--- config.mk ---
export PLATFORM = sky130hd
export DESIGN_NAME = iir_filtered_pwm_setpoint_core
export DESIGN_NICKNAME = d
export VERILOG_FILES = /design/src/ifps_pkg.sv /design/src/iir_filtered_pwm_setpoint_core.sv /design/src/ifps_dsmul.sv
export SDC_FILE = /design/constraint.sdc
export NUM_CORES = 1
export LEC_CHECK = 0
export BUFFER_PORTS_ARGS = -buffer_cell sky130_fd_sc_hd__clkbuf_2
export CAP_MARGIN = 30
export CORE_MARGIN = 3
export CORE_UTILIZATION = 50
export DETAILED_ROUTE_END_ITERATION = 7
export PLACE_DENSITY = 0.66
export SYNTH_ARGS = -nofsm -noshare
export SYNTH_HDL_FRONTEND = slang
export SYNTH_SLANG_ARGS = --single-unit
--- constraint.sdc ---
create_clock -name i_clk -period 6.9 [get_ports i_clk]
set_input_delay 1.38 -clock i_clk [delete_from_list [all_inputs] [get_ports i_clk]]
set_output_delay 1.38 -clock i_clk [all_outputs]
set_load 0.01 [all_outputs]
--- src/ifps_pkg.sv ---
// Shared constants, types and state codes of the filtered PWM setpoint core.
package ifps_pkg;

    // Field and format widths.
    localparam int SAMPLE_BITS = 12;
    localparam int FRAC_BITS   = 14;
    localparam int COEF_FRAC   = 14;
    localparam int GAIN_W      = 16;
    localparam int COEF_W      = 16;
    localparam int SCALE_W     = 16;
    localparam int LEVEL_W     = 16;
    localparam int SP_W        = 16;
    localparam int PULSE_W     = 16;
    localparam int STEP_W      = 8;
    localparam int Y_W         = 32;
    localparam int Y_ACC_W     = 40;

    // Configuration port.
    localparam int CFG_DATA_W  = 16;
    localparam int CFG_INDEX_W = 3;

    localparam logic [CFG_INDEX_W-1:0] REG_INPUT_GAIN      = 3'd0;
    localparam logic [CFG_INDEX_W-1:0] REG_FEEDBACK_FIRST  = 3'd1;
    localparam logic [CFG_INDEX_W-1:0] REG_FEEDBACK_SECOND = 3'd2;
    localparam logic [CFG_INDEX_W-1:0] REG_OUTPUT_SCALE    = 3'd3;
    localparam logic [CFG_INDEX_W-1:0] REG_PULSE_BASE      = 3'd4;
    localparam logic [CFG_INDEX_W-1:0] REG_PULSE_STEP      = 3'd5;
    localparam logic [CFG_INDEX_W-1:0] REG_PULSE_MAX       = 3'd6;

    localparam logic [GAIN_W-1:0]  RST_INPUT_GAIN      = 16'd1493;
    localparam logic [COEF_W-1:0]  RST_FEEDBACK_FIRST  = 16'd27689;
    localparam logic [COEF_W-1:0]  RST_FEEDBACK_SECOND = 16'd11837;
    localparam logic [SCALE_W-1:0] RST_OUTPUT_SCALE    = 16'd16004;
    localparam logic [PULSE_W-1:0] RST_PULSE_BASE      = 16'd10000;
    localparam logic [STEP_W-1:0]  RST_PULSE_STEP      = 8'd10;
    localparam logic [PULSE_W-1:0] RST_PULSE_MAX       = 16'd20000;

    // Digit-serial multiplier geometry.
    localparam int MCAND_W  = Y_W + 1;
    localparam int MPLIER_W = 16;
    localparam int DIGIT_W  = 4;
    localparam int DIGITS   = MPLIER_W / DIGIT_W;
    localparam int DCNT_W   = $clog2(DIGITS);
    localparam int PART_W   = MCAND_W + DIGIT_W + 1;
    localparam int PROD_W   = MCAND_W + MPLIER_W;

    // Alignment of the products to the filter format.
    localparam int GAIN_PROD_W = SAMPLE_BITS + GAIN_W;
    localparam int GAIN_LSH    = (FRAC_BITS >= 16) ? FRAC_BITS - 16 : 0;
    localparam int GAIN_RSH    = (FRAC_BITS < 16) ? 16 - FRAC_BITS : 0;
    localparam int SP_SHIFT    = FRAC_BITS + SCALE_W;
    localparam int PSUM_W      = SP_W + STEP_W + 1;

    typedef enum logic [2:0] {
        ST_IDLE,
        ST_GAIN,
        ST_FB1,
        ST_FB2,
        ST_LEVEL,
        ST_SCALE,
        ST_PULSE,
        ST_HOLD
    } t_state;

    typedef struct packed {
        logic start;
        logic coef_signed;
    } t_mul_ctrl;

endpackage

--- src/iir_filtered_pwm_setpoint_core.sv ---
// Top level: two-pole low-pass filter on converter samples, scaled to a PWM compare value.
//
// Usage. One converter sample is taken per item on the input channel
// (i_in_valid / o_in_ready, payload i_adc_sample). Each item gives exactly one
// result item on the output channel (o_out_valid / i_out_ready) carrying the
// filter level, the clamped setpoint and the saturated pulse width.
// All multiplication runs through one shared digit-serial multiplier that takes a
// 4-bit digit of its 16-bit multiplier per cycle, and the five products
// (input gain, both feedback terms, setpoint scale, pulse step) pass through it
// one after another. An item is accepted only while the core is idle, so no new
// item enters before the five sequential passes of the last one are through.
// The result sits in an output register: the next item is accepted as soon as
// the previous one has been loaded there, even while the receiver stalls; a
// finished item then waits until that register is free.
// Reset is synchronous and active low: it clears both stored filter outputs,
// the handshakes and the sequencer, and returns the registers to their
// default coefficients. Register writes take effect at once and are expected
// only while the core is idle; an unknown register index is ignored.
module iir_filtered_pwm_setpoint_core (
    input  logic                                     i_clk,
    input  logic                                     i_rst_n,
    input  logic                                     i_cfg_we,
    input  logic [ifps_pkg::CFG_INDEX_W-1:0]         i_cfg_index,
    input  logic [ifps_pkg::CFG_DATA_W-1:0]          i_cfg_data,
    input  logic                                     i_in_valid,
    output logic                                     o_in_ready,
    input  logic [ifps_pkg::SAMPLE_BITS-1:0]         i_adc_sample,
    output logic                                     o_out_valid,
    input  logic                                     i_out_ready,
    output logic signed [ifps_pkg::LEVEL_W-1:0]      o_filtered_level,
    output logic [ifps_pkg::SP_W-1:0]                o_setpoint_value,
    output logic [ifps_pkg::PULSE_W-1:0]             o_pulse_width
);
    import ifps_pkg::*;

    // Configuration registers.
    logic [GAIN_W-1:0]        r_input_gain;
    logic signed [COEF_W-1:0] r_feedback_first;
    logic signed [COEF_W-1:0] r_feedback_second;
    logic [SCALE_W-1:0]       r_output_scale;
    logic [PULSE_W-1:0]       r_pulse_base;
    logic [STEP_W-1:0]        r_pulse_step;
    logic [PULSE_W-1:0]       r_pulse_max;

    // Sequencer and datapath registers.
    t_state                    r_state;
    t_state                    n_state;
    logic signed [Y_W-1:0]     r_prev;
    logic signed [Y_W-1:0]     r_older;
    logic signed [Y_W-1:0]     r_y;
    logic signed [Y_ACC_W-1:0] r_acc;
    logic signed [LEVEL_W-1:0] r_level;
    logic [SP_W-1:0]           r_sp;
    logic [PULSE_W-1:0]        r_pw;

    // Output register.
    logic                      r_out_valid;
    logic signed [LEVEL_W-1:0] r_out_level;
    logic [SP_W-1:0]           r_out_sp;
    logic [PULSE_W-1:0]        r_out_pw;

    // Multiplier interface.
    t_mul_ctrl                 w_mul_ctrl;
    logic signed [MCAND_W-1:0] w_mcand;
    logic [MPLIER_W-1:0]       w_mplier;
    logic                      w_mul_done;
    logic signed [PROD_W-1:0]  w_prod;

    // Datapath logic.
    logic                      w_in_accept;
    logic                      w_out_free;
    logic [Y_ACC_W-1:0]        w_term_in;
    logic signed [Y_ACC_W-1:0] w_coef_term;
    logic signed [Y_ACC_W-1:0] w_diff;
    logic signed [Y_W-1:0]     w_y_sat;
    logic signed [Y_W-1:0]     w_y_shr;
    logic signed [LEVEL_W-1:0] w_level_sat;
    logic                      w_y_pos;
    logic [PROD_W-1:0]         w_sp_wide;
    logic [SP_W-1:0]           w_sp_sat;
    logic [PSUM_W-1:0]         w_pulse_sum;
    logic [PULSE_W-1:0]        w_pulse_sat;

    assign w_in_accept = i_in_valid && o_in_ready;
    assign w_out_free  = !r_out_valid || i_out_ready;
    assign o_in_ready  = (r_state == ST_IDLE);

    // Register file: a write lands in the cycle it is presented.
    always_ff @(posedge i_clk) begin
        if (!i_rst_n) begin
            r_input_gain      <= RST_INPUT_GAIN;
            r_feedback_first  <= RST_FEEDBACK_FIRST;
            r_feedback_second <= RST_FEEDBACK_SECOND;
            r_output_scale    <= RST_OUTPUT_SCALE;
            r_pulse_base      <= RST_PULSE_BASE;
            r_pulse_step      <= RST_PULSE_STEP;
            r_pulse_max       <= RST_PULSE_MAX;
        end else if (i_cfg_we) begin
            unique case (i_cfg_index)
                REG_INPUT_GAIN:      r_input_gain      <= i_cfg_data;
                REG_FEEDBACK_FIRST:  r_feedback_first  <= i_cfg_data;
                REG_FEEDBACK_SECOND: r_feedback_second <= i_cfg_data;
                REG_OUTPUT_SCALE:    r_output_scale    <= i_cfg_data;
                REG_PULSE_BASE:      r_pulse_base      <= i_cfg_data;
                REG_PULSE_STEP:      r_pulse_step      <= i_cfg_data[STEP_W-1:0];
                REG_PULSE_MAX:       r_pulse_max       <= i_cfg_data;
                default: begin
                end
            endcase
        end
    end

    // Arithmetic around the multiplier. The gain product is unsigned and is
    // brought from Q.16 to the filter's fraction width; the feedback products
    // are floored by the coefficient's fraction width.
    always_comb begin
        w_term_in   = (Y_ACC_W'(w_prod[GAIN_PROD_W-1:0]) << GAIN_LSH) >> GAIN_RSH;
        w_coef_term = Y_ACC_W'(w_prod >>> COEF_FRAC);
        w_diff      = r_acc - w_coef_term;

        // New filter output, held to the signed 32-bit range.
        if ((&w_diff[Y_ACC_W-1:Y_W-1]) || !(|w_diff[Y_ACC_W-1:Y_W-1])) begin
            w_y_sat = w_diff[Y_W-1:0];
        end else if (w_diff[Y_ACC_W-1]) begin
            w_y_sat = {1'b1, {(Y_W-1){1'b0}}};
        end else begin
            w_y_sat = {1'b0, {(Y_W-1){1'b1}}};
        end

        // Integer part of the output, floored, held to 16 signed bits.
        w_y_shr = r_y >>> FRAC_BITS;
        if ((&w_y_shr[Y_W-1:LEVEL_W-1]) || !(|w_y_shr[Y_W-1:LEVEL_W-1])) begin
            w_level_sat = w_y_shr[LEVEL_W-1:0];
        end else if (w_y_shr[Y_W-1]) begin
            w_level_sat = {1'b1, {(LEVEL_W-1){1'b0}}};
        end else begin
            w_level_sat = {1'b0, {(LEVEL_W-1){1'b1}}};
        end

        w_y_pos = !r_y[Y_W-1] && (|r_y);

        // Setpoint: the scale product is never negative, since a filter output
        // that is not positive is fed to the multiplier as zero.
        w_sp_wide = $unsigned(w_prod) >> SP_SHIFT;
        if (|w_sp_wide[PROD_W-1:SP_W]) begin
            w_sp_sat = '1;
        end else begin
            w_sp_sat = w_sp_wide[SP_W-1:0];
        end

        // Pulse width: base plus setpoint times step, capped at the configured maximum.
        w_pulse_sum = PSUM_W'(w_prod[SP_W+STEP_W-1:0]) + PSUM_W'(r_pulse_base);
        if (w_pulse_sum > PSUM_W'(r_pulse_max)) begin
            w_pulse_sat = r_pulse_max;
        end else begin
            w_pulse_sat = w_pulse_sum[PULSE_W-1:0];
        end
    end

    // Sequencer: next state.
    always_comb begin
        n_state = r_state;
        unique case (r_state)
            ST_IDLE:  if (w_in_accept) n_state = ST_GAIN;
            ST_GAIN:  if (w_mul_done) n_state = ST_FB1;
            ST_FB1:   if (w_mul_done) n_state = ST_FB2;
            ST_FB2:   if (w_mul_done) n_state = ST_LEVEL;
            ST_LEVEL: n_state = ST_SCALE;
            ST_SCALE: if (w_mul_done) n_state = ST_PULSE;
            ST_PULSE: if (w_mul_done) n_state = ST_HOLD;
            ST_HOLD:  if (w_out_free) n_state = ST_IDLE;
            default:  n_state = ST_IDLE;
        endcase
    end

    // Sequencer: multiplier operands. The feedback and pulse-step products are
    // launched in the cycle the previous one is collected; the scale product in ST_LEVEL.
    always_comb begin
        w_mul_ctrl = '0;
        w_mcand    = '0;
        w_mplier   = '0;
        unique case (r_state)
            ST_IDLE: begin
                w_mul_ctrl.start = w_in_accept;
                w_mcand          = MCAND_W'(i_adc_sample);
                w_mplier         = r_input_gain;
            end
            ST_GAIN: begin
                w_mul_ctrl.start       = w_mul_done;
                w_mul_ctrl.coef_signed = 1'b1;
                w_mcand                = MCAND_W'(r_prev);
                w_mplier               = r_feedback_first;
            end
            ST_FB1: begin
                w_mul_ctrl.start       = w_mul_done;
                w_mul_ctrl.coef_signed = 1'b1;
                w_mcand                = MCAND_W'(r_older);
                w_mplier               = r_feedback_second;
            end
            ST_LEVEL: begin
                w_mul_ctrl.start = 1'b1;
                w_mcand          = w_y_pos ? MCAND_W'(r_y) : '0;
                w_mplier         = r_output_scale;
            end
            ST_SCALE: begin
                w_mul_ctrl.start = w_mul_done;
                w_mcand          = MCAND_W'(w_sp_sat);
                w_mplier         = MPLIER_W'(r_pulse_step);
            end
            default: begin
            end
        endcase
    end

    always_ff @(posedge i_clk) begin
        if (!i_rst_n) begin
            r_state <= ST_IDLE;
            r_prev  <= '0;
            r_older <= '0;
        end else begin
            r_state <= n_state;
            if (r_state == ST_FB2 && w_mul_done) begin
                r_older <= r_prev;
                r_prev  <= w_y_sat;
            end
        end
    end

    // Working registers of the item in progress.
    always_ff @(posedge i_clk) begin
        if (r_state == ST_GAIN && w_mul_done) begin
            r_acc <= $signed(w_term_in);
        end
        if (r_state == ST_FB1 && w_mul_done) begin
            r_acc <= r_acc + w_coef_term;
        end
        if (r_state == ST_FB2 && w_mul_done) begin
            r_y <= w_y_sat;
        end
        if (r_state == ST_LEVEL) begin
            r_level <= w_level_sat;
        end
        if (r_state == ST_SCALE && w_mul_done) begin
            r_sp <= w_sp_sat;
        end
        if (r_state == ST_PULSE && w_mul_done) begin
            r_pw <= w_pulse_sat;
        end
    end

    // Output register: loaded when the finished item can move on.
    always_ff @(posedge i_clk) begin
        if (!i_rst_n) begin
            r_out_valid <= 1'b0;
        end else if (r_state == ST_HOLD && w_out_free) begin
            r_out_valid <= 1'b1;
        end else if (i_out_ready) begin
            r_out_valid <= 1'b0;
        end
    end

    always_ff @(posedge i_clk) begin
        if (r_state == ST_HOLD && w_out_free) begin
            r_out_level <= r_level;
            r_out_sp    <= r_sp;
            r_out_pw    <= r_pw;
        end
    end

    assign o_out_valid      = r_out_valid;
    assign o_filtered_level = r_out_level;
    assign o_setpoint_value = r_out_sp;
    assign o_pulse_width    = r_out_pw;

    ifps_dsmul u_mul (
        .i_clk     (i_clk),
        .i_rst_n   (i_rst_n),
        .i_ctrl    (w_mul_ctrl),
        .i_mcand   (w_mcand),
        .i_mplier  (w_mplier),
        .o_done    (w_mul_done),
        .o_product (w_prod)
    );

    a_done_expected: assert property (@(posedge i_clk) disable iff (!i_rst_n)
        w_mul_done |-> (r_state == ST_GAIN || r_state == ST_FB1 || r_state == ST_FB2 ||
                        r_state == ST_SCALE || r_state == ST_PULSE))
        else $error("product arrived while the sequencer was not waiting for one");

    a_history_shift: assert property (@(posedge i_clk) disable iff (!i_rst_n)
        (r_state == ST_LEVEL) |-> (r_older == $past(r_prev)))
        else $error("older filter output does not follow the previous one");

    a_sp_clamped: assert property (@(posedge i_clk) disable iff (!i_rst_n)
        (r_state == ST_PULSE && !w_y_pos) |-> (r_sp == '0))
        else $error("setpoint not zero for a filter output that is not positive");

    a_pulse_limit: assert property (@(posedge i_clk) disable iff (!i_rst_n)
        $rose(r_out_valid) |-> (r_out_pw <= r_pulse_max))
        else $error("pulse width above its limit");

endmodule

--- src/ifps_dsmul.sv ---
// Digit-serial shift-and-add multiplier, one 4-bit digit of the multiplier per cycle.
module ifps_dsmul (
    input  logic                                 i_clk,
    input  logic                                 i_rst_n,
    input  ifps_pkg::t_mul_ctrl                  i_ctrl,
    input  logic signed [ifps_pkg::MCAND_W-1:0]  i_mcand,
    input  logic [ifps_pkg::MPLIER_W-1:0]        i_mplier,
    output logic                                 o_done,
    output logic signed [ifps_pkg::PROD_W-1:0]   o_product
);
    import ifps_pkg::*;

    logic signed [PART_W-1:0]  r_a;
    logic [MPLIER_W-1:0]       r_q;
    logic signed [MCAND_W-1:0] r_m;
    logic [DCNT_W-1:0]         r_cnt;
    logic                      r_busy;
    logic                      r_signed;
    logic                      r_done;

    logic                      w_last;
    logic signed [DIGIT_W:0]   w_dig;
    logic signed [PART_W-1:0]  w_pp;
    logic signed [PART_W-1:0]  w_sum;

    // The top digit of a signed multiplier carries negative weight.
    always_comb begin
        w_last = (r_cnt == DCNT_W'(DIGITS - 1));
        if (w_last && r_signed) begin
            w_dig = {r_q[DIGIT_W-1], r_q[DIGIT_W-1:0]};
        end else begin
            w_dig = {1'b0, r_q[DIGIT_W-1:0]};
        end
        w_pp  = PART_W'(r_m) * PART_W'(w_dig);
        w_sum = r_a + w_pp;
    end

    always_ff @(posedge i_clk) begin
        if (!i_rst_n) begin
            r_busy <= 1'b0;
            r_done <= 1'b0;
            r_cnt  <= '0;
        end else begin
            r_done <= 1'b0;
            if (i_ctrl.start) begin
                r_busy   <= 1'b1;
                r_cnt    <= '0;
                r_a      <= '0;
                r_q      <= i_mplier;
                r_m      <= i_mcand;
                r_signed <= i_ctrl.coef_signed;
            end else if (r_busy) begin
                r_a   <= w_sum >>> DIGIT_W;
                r_q   <= {w_sum[DIGIT_W-1:0], r_q[MPLIER_W-1:DIGIT_W]};
                r_cnt <= r_cnt + 1'b1;
                if (w_last) begin
                    r_busy <= 1'b0;
                    r_done <= 1'b1;
                end
            end
        end
    end

    assign o_done    = r_done;
    assign o_product = {r_a[PROD_W-MPLIER_W-1:0], r_q};

    a_no_restart: assert property (@(posedge i_clk) disable iff (!i_rst_n)
        i_ctrl.start |-> !r_busy)
        else $error("multiplier started while a product is in progress");

    a_done_after_busy: assert property (@(posedge i_clk) disable iff (!i_rst_n)
        r_done |-> $past(r_busy))
        else $error("product reported without a preceding pass");

    a_done_single: assert property (@(posedge i_clk) disable iff (!i_rst_n)
        r_done |=> !r_done)
        else $error("product reported on two cycles in a row");

endmodule
==> metrics.md <==
| Metric | Value |
|---|---|
| Seq/Total Area, Yosys | 0.3885 |
| Setup_tns | 0 ns |
| Synth unique cells | 83 |
| I/O pin cnt | 86 |
| Outcome | finished clean |
| Switching Share | 0.4337 |
| Largest net degree at the start of global routing | between 60 and 70 |
| WP data required | slightly above 7 ns |
| Pre-antenna DRT Iters | 6 |
| Clk_skew | 0.01810 ns |
| CTS tree | built |
| Mean Syn Cell Area | ~9 um2 |
| Startpoint types | flip-flop |
| Leakage | around 13 nW |
| Max Root-Sink Buffers | 3 |
| Final instance area | 31320 um2 |
| Final Hold Fails | 0 |
| Worst slack, placed | 0.2509 ns |
| Max cap viols | 0 |
| Post-CTS setup buffer count | 0 |
| Seq pwr share | 0.257 |
| Share of layout cells above drive strength 1 | 0.08915 |
| Placer congestion estimate | about 1 |
| Worst min-delay path class | flip-flop to flip-flop |
| Vias/cell | around 5.9 |
| # clock sinks | about 430 |
| Vias in the first global route | about 23000 |
| Routed WL per cell | about 22 um |
| CP Class | flip-flop to flip-flop |
| Post-Synthesis Cells | 3076 |
| Synth top area cells | edfxtp_1, dfxtp_1, fa_1, ha_1, nand2_1 |
| Total grt overflow | 0 |
| Overall power | 13.10 mW |
| Fin crit share | 0.9382 |
| Cts bufs inserted | 49 |
| Slew @ Worst Pin | between 1 and 1.5 ns |
| Clock insertion delay at the later pin of the skew report | 0.60 ns |
| Site Rows | 86 |
| Max-slew violations | 0 |
| Post-Syn Nets | between 3000 and 4000 |
| Initial antenna violation count | 2 |
| DIE AREA | approximately 60000 um2 |
| IO Port Bufs | between 80 and 90 |
| GRT Total Usage | 0.2855 |
| Min Tclk post-route | ~6.5 ns |
| Power share of the combinational group | 0.537 |
| Initial Utilization | 0.5108 |
| RSZ-0062 raised after global routing | no |
| Async SR Flop Fraction | 0 |
| Power Density | around 420 nW/um2 |
| Largest area contributor in the netlist | edfxtp_1 |
| Number of flops mapped to enable cells by yosys | about 250 |
| Final Setup Violations | 0 |
| Global-route wire length before repair | between 100000 and 150000 um |
| Root Buffer | clkbuf_16 |
| Die Y | between 200 and 250 um |
| Yosys warns | 0 |
| Post-Route WL | ~86000 um |
| Crit. End Element | flip-flop |
| Seq cells post-synth | approximately 430 |
| Core area | about 56000 um2 |
| Synthesis-to-layout area growth | 10.00% |
| Fin util | 0.5619 |
| Hold-fix buffers, CTS | 0 |
| Clk pwr share | 0.206 |
| Via Count | 23043 |
| Critical path data arrival time | between 6 and 7 ns |
| Fmax | about 150 MHz |
| Clock transition at path regs | 0.06 ns |
| # nets final | 3471 |
| Max-slew headroom | 0.1594 |
| Yosys top cell area share | 0.2647 |
| NetSw | ~5.7 mW |
| CP max FO | 32 |
| Final WS setup | about 0.43 ns |
| FF-to-FF setup slack | around 0.43 ns |
| Main synth FF type | edfxtp_1 |
| Max rail drop VDD | between 0.0002 and 0.00025 V |
| H-tree depth | 2 |
| Post-synthesis cell area | around 28000 um2 |
| Iter 0 DRT Violations | between 1500 and 2000 |
| Post-route ant nets | 0 |
| Drt drc | 0 |
| Internal power | 7.418 mW |
| Post-DP HPWL | 64410 um |
| Placed Area | about 30000 um2 |
| Width of the chip | about 240 um |
[critical path, stage by stage (launching register included)]
cell and delay (ns):
dfxtp_1 0.33, ha_1 0.24, nand3_1 0.11, buf_4 0.35, fa_1 0.51, fa_1 0.50, fa_1 0.49, inv_1 0.05
fa_1 0.51, inv_1 0.06, fa_1 0.39, nand2b_1 0.16, a21oi_1 0.32, a311oi_1 0.18, o21bai_1 0.33, a31oi_1 0.24
nor3_1 0.37, nor2_1 0.13, a21oi_1 0.28, a2111oi_0 0.17, o21bai_1 0.17, mux2_2 0.34
[cell usage in the layout, fill, tap and decap left out, drive strengths merged, types with 13 or more instances in the layout]
cell type	count
a31oi	18
o21bai	23
inv	328
nor2b	19
a22oi	24
edfxtp	251
nor3	35
nor4	16
and3	13
ha	186
buf	42
dfxtp	176
o21a	19
clkinv	22
clkbuf	143
nor2	282
nand2b	25
a222oi	15
mux2	20
o211ai	17
a211oi	41
xor2	26
mux2i	23
nand4	17
a21o	34
nand2	390
xnor2	86
a21oi	252
and2	134
nand3	68
o21ai	118
o221ai	19
fa	136
[state kept, by name, summed over array words and instances (netlist names), 32 cells and up]
| signal | count |
|---|---|
| r_acc | 40 |
| u_mul.r_m | 32 |
| u_mul.r_a | 34 |
| r_older | 32 |
| r_y | 32 |
| r_prev | 32 |
[stage by stage]
stage,hold slack (ns),instances
2_1_floorplan,0.4003,3076
3_3_place_gp,0.4017,3805
3_5_place_dp,0.4045,3808
4_1_cts,0.4027,3898
5_1_grt,0.4047,3900
6_report,0.4090,3901
[cells in the mapped netlist (17+ instances only)]
library cell,instances
nand2_1,390
inv_1,326
nor2_1,282
a21oi_1,251
edfxtp_1,251
ha_1,186
dfxtp_1,176
fa_1,136
and2_1,133
clkbuf_1,126
o21ai_0,117
xnor2_1,86
nand3_1,68
nor3_1,35
a21o_1,34
a211oi_2,26
xor2_1,26
nand2b_1,25
a22oi_1,24
mux2i_1,23
o21bai_1,23
mux2_2,20
nor2b_1,19
o21a_1,19
o221ai_1,19
a31oi_1,17
nand4_1,17
o211ai_1,17
[power groups by stage]
| stage | combinational, mW | clock, mW | sequential [mW] |
|---|---|---|---|
| final | 7.03 | 2.69 | 3.37 |
| after global routing | 7.86 | 2.84 | 3.39 |
| after CTS | 6.99 | 2.74 | 3.38 |
| after detailed placement | 6.90 | 0 | 3.43 |
| after global placement | 6.77 | 0 | 3.43 |
| after floorplan | 5.22 | 0 | 3.28 |
[layout make-up]
cell class                 instances  area, um2
fill                            5029      24420
multi-input combinational       2182      15660
sequential                       427      11060
clock buffer                      58       1301
inverter                         326       1225
tap                              748      935.9
timing repair buffer             127      777.0
clock inverter                    32      355.3
antenna                            1      2.502
[logic make-up after synthesis]
group | synth area share
buffers and inverters | 0.06385
AND/OR/NAND/NOR | 0.1660
XOR/XNOR | 0.03445
flip-flops | 0.3885
multiplexers | 0.01600
AO/OA/AOI/OAI | 0.1539
adder cells (fa/ha/maj) | 0.1774
[routing by layer]
metal  up-vias  GRT usage  part of all wire
met5         -          0                 0
li1      10606          -                 -
met4         0     0.1372             0.055
met1     11310     0.3633              0.40
met2       921     0.4824              0.48
met3       206    0.03856             0.066
[final timing paths]
path                  startpoint             endpoint  cells past startpoint
setup / recovery  u_mul.r_cnt[0]        u_mul.r_a[36]                     21
hold / removal           r_sp[8]  o_setpoint_value[8]                      0
setup reg to reg  u_mul.r_cnt[0]        u_mul.r_a[36]                     21
hold reg to reg          r_sp[8]  o_setpoint_value[8]                      0
[repair_timing]
item                                    in CTS  in global routing
resized for setup                            0                  3
endpoints found under the hold margin        0                  0
endpoints found under the setup margin       0                  1
(Power assumes the default switching activity.)
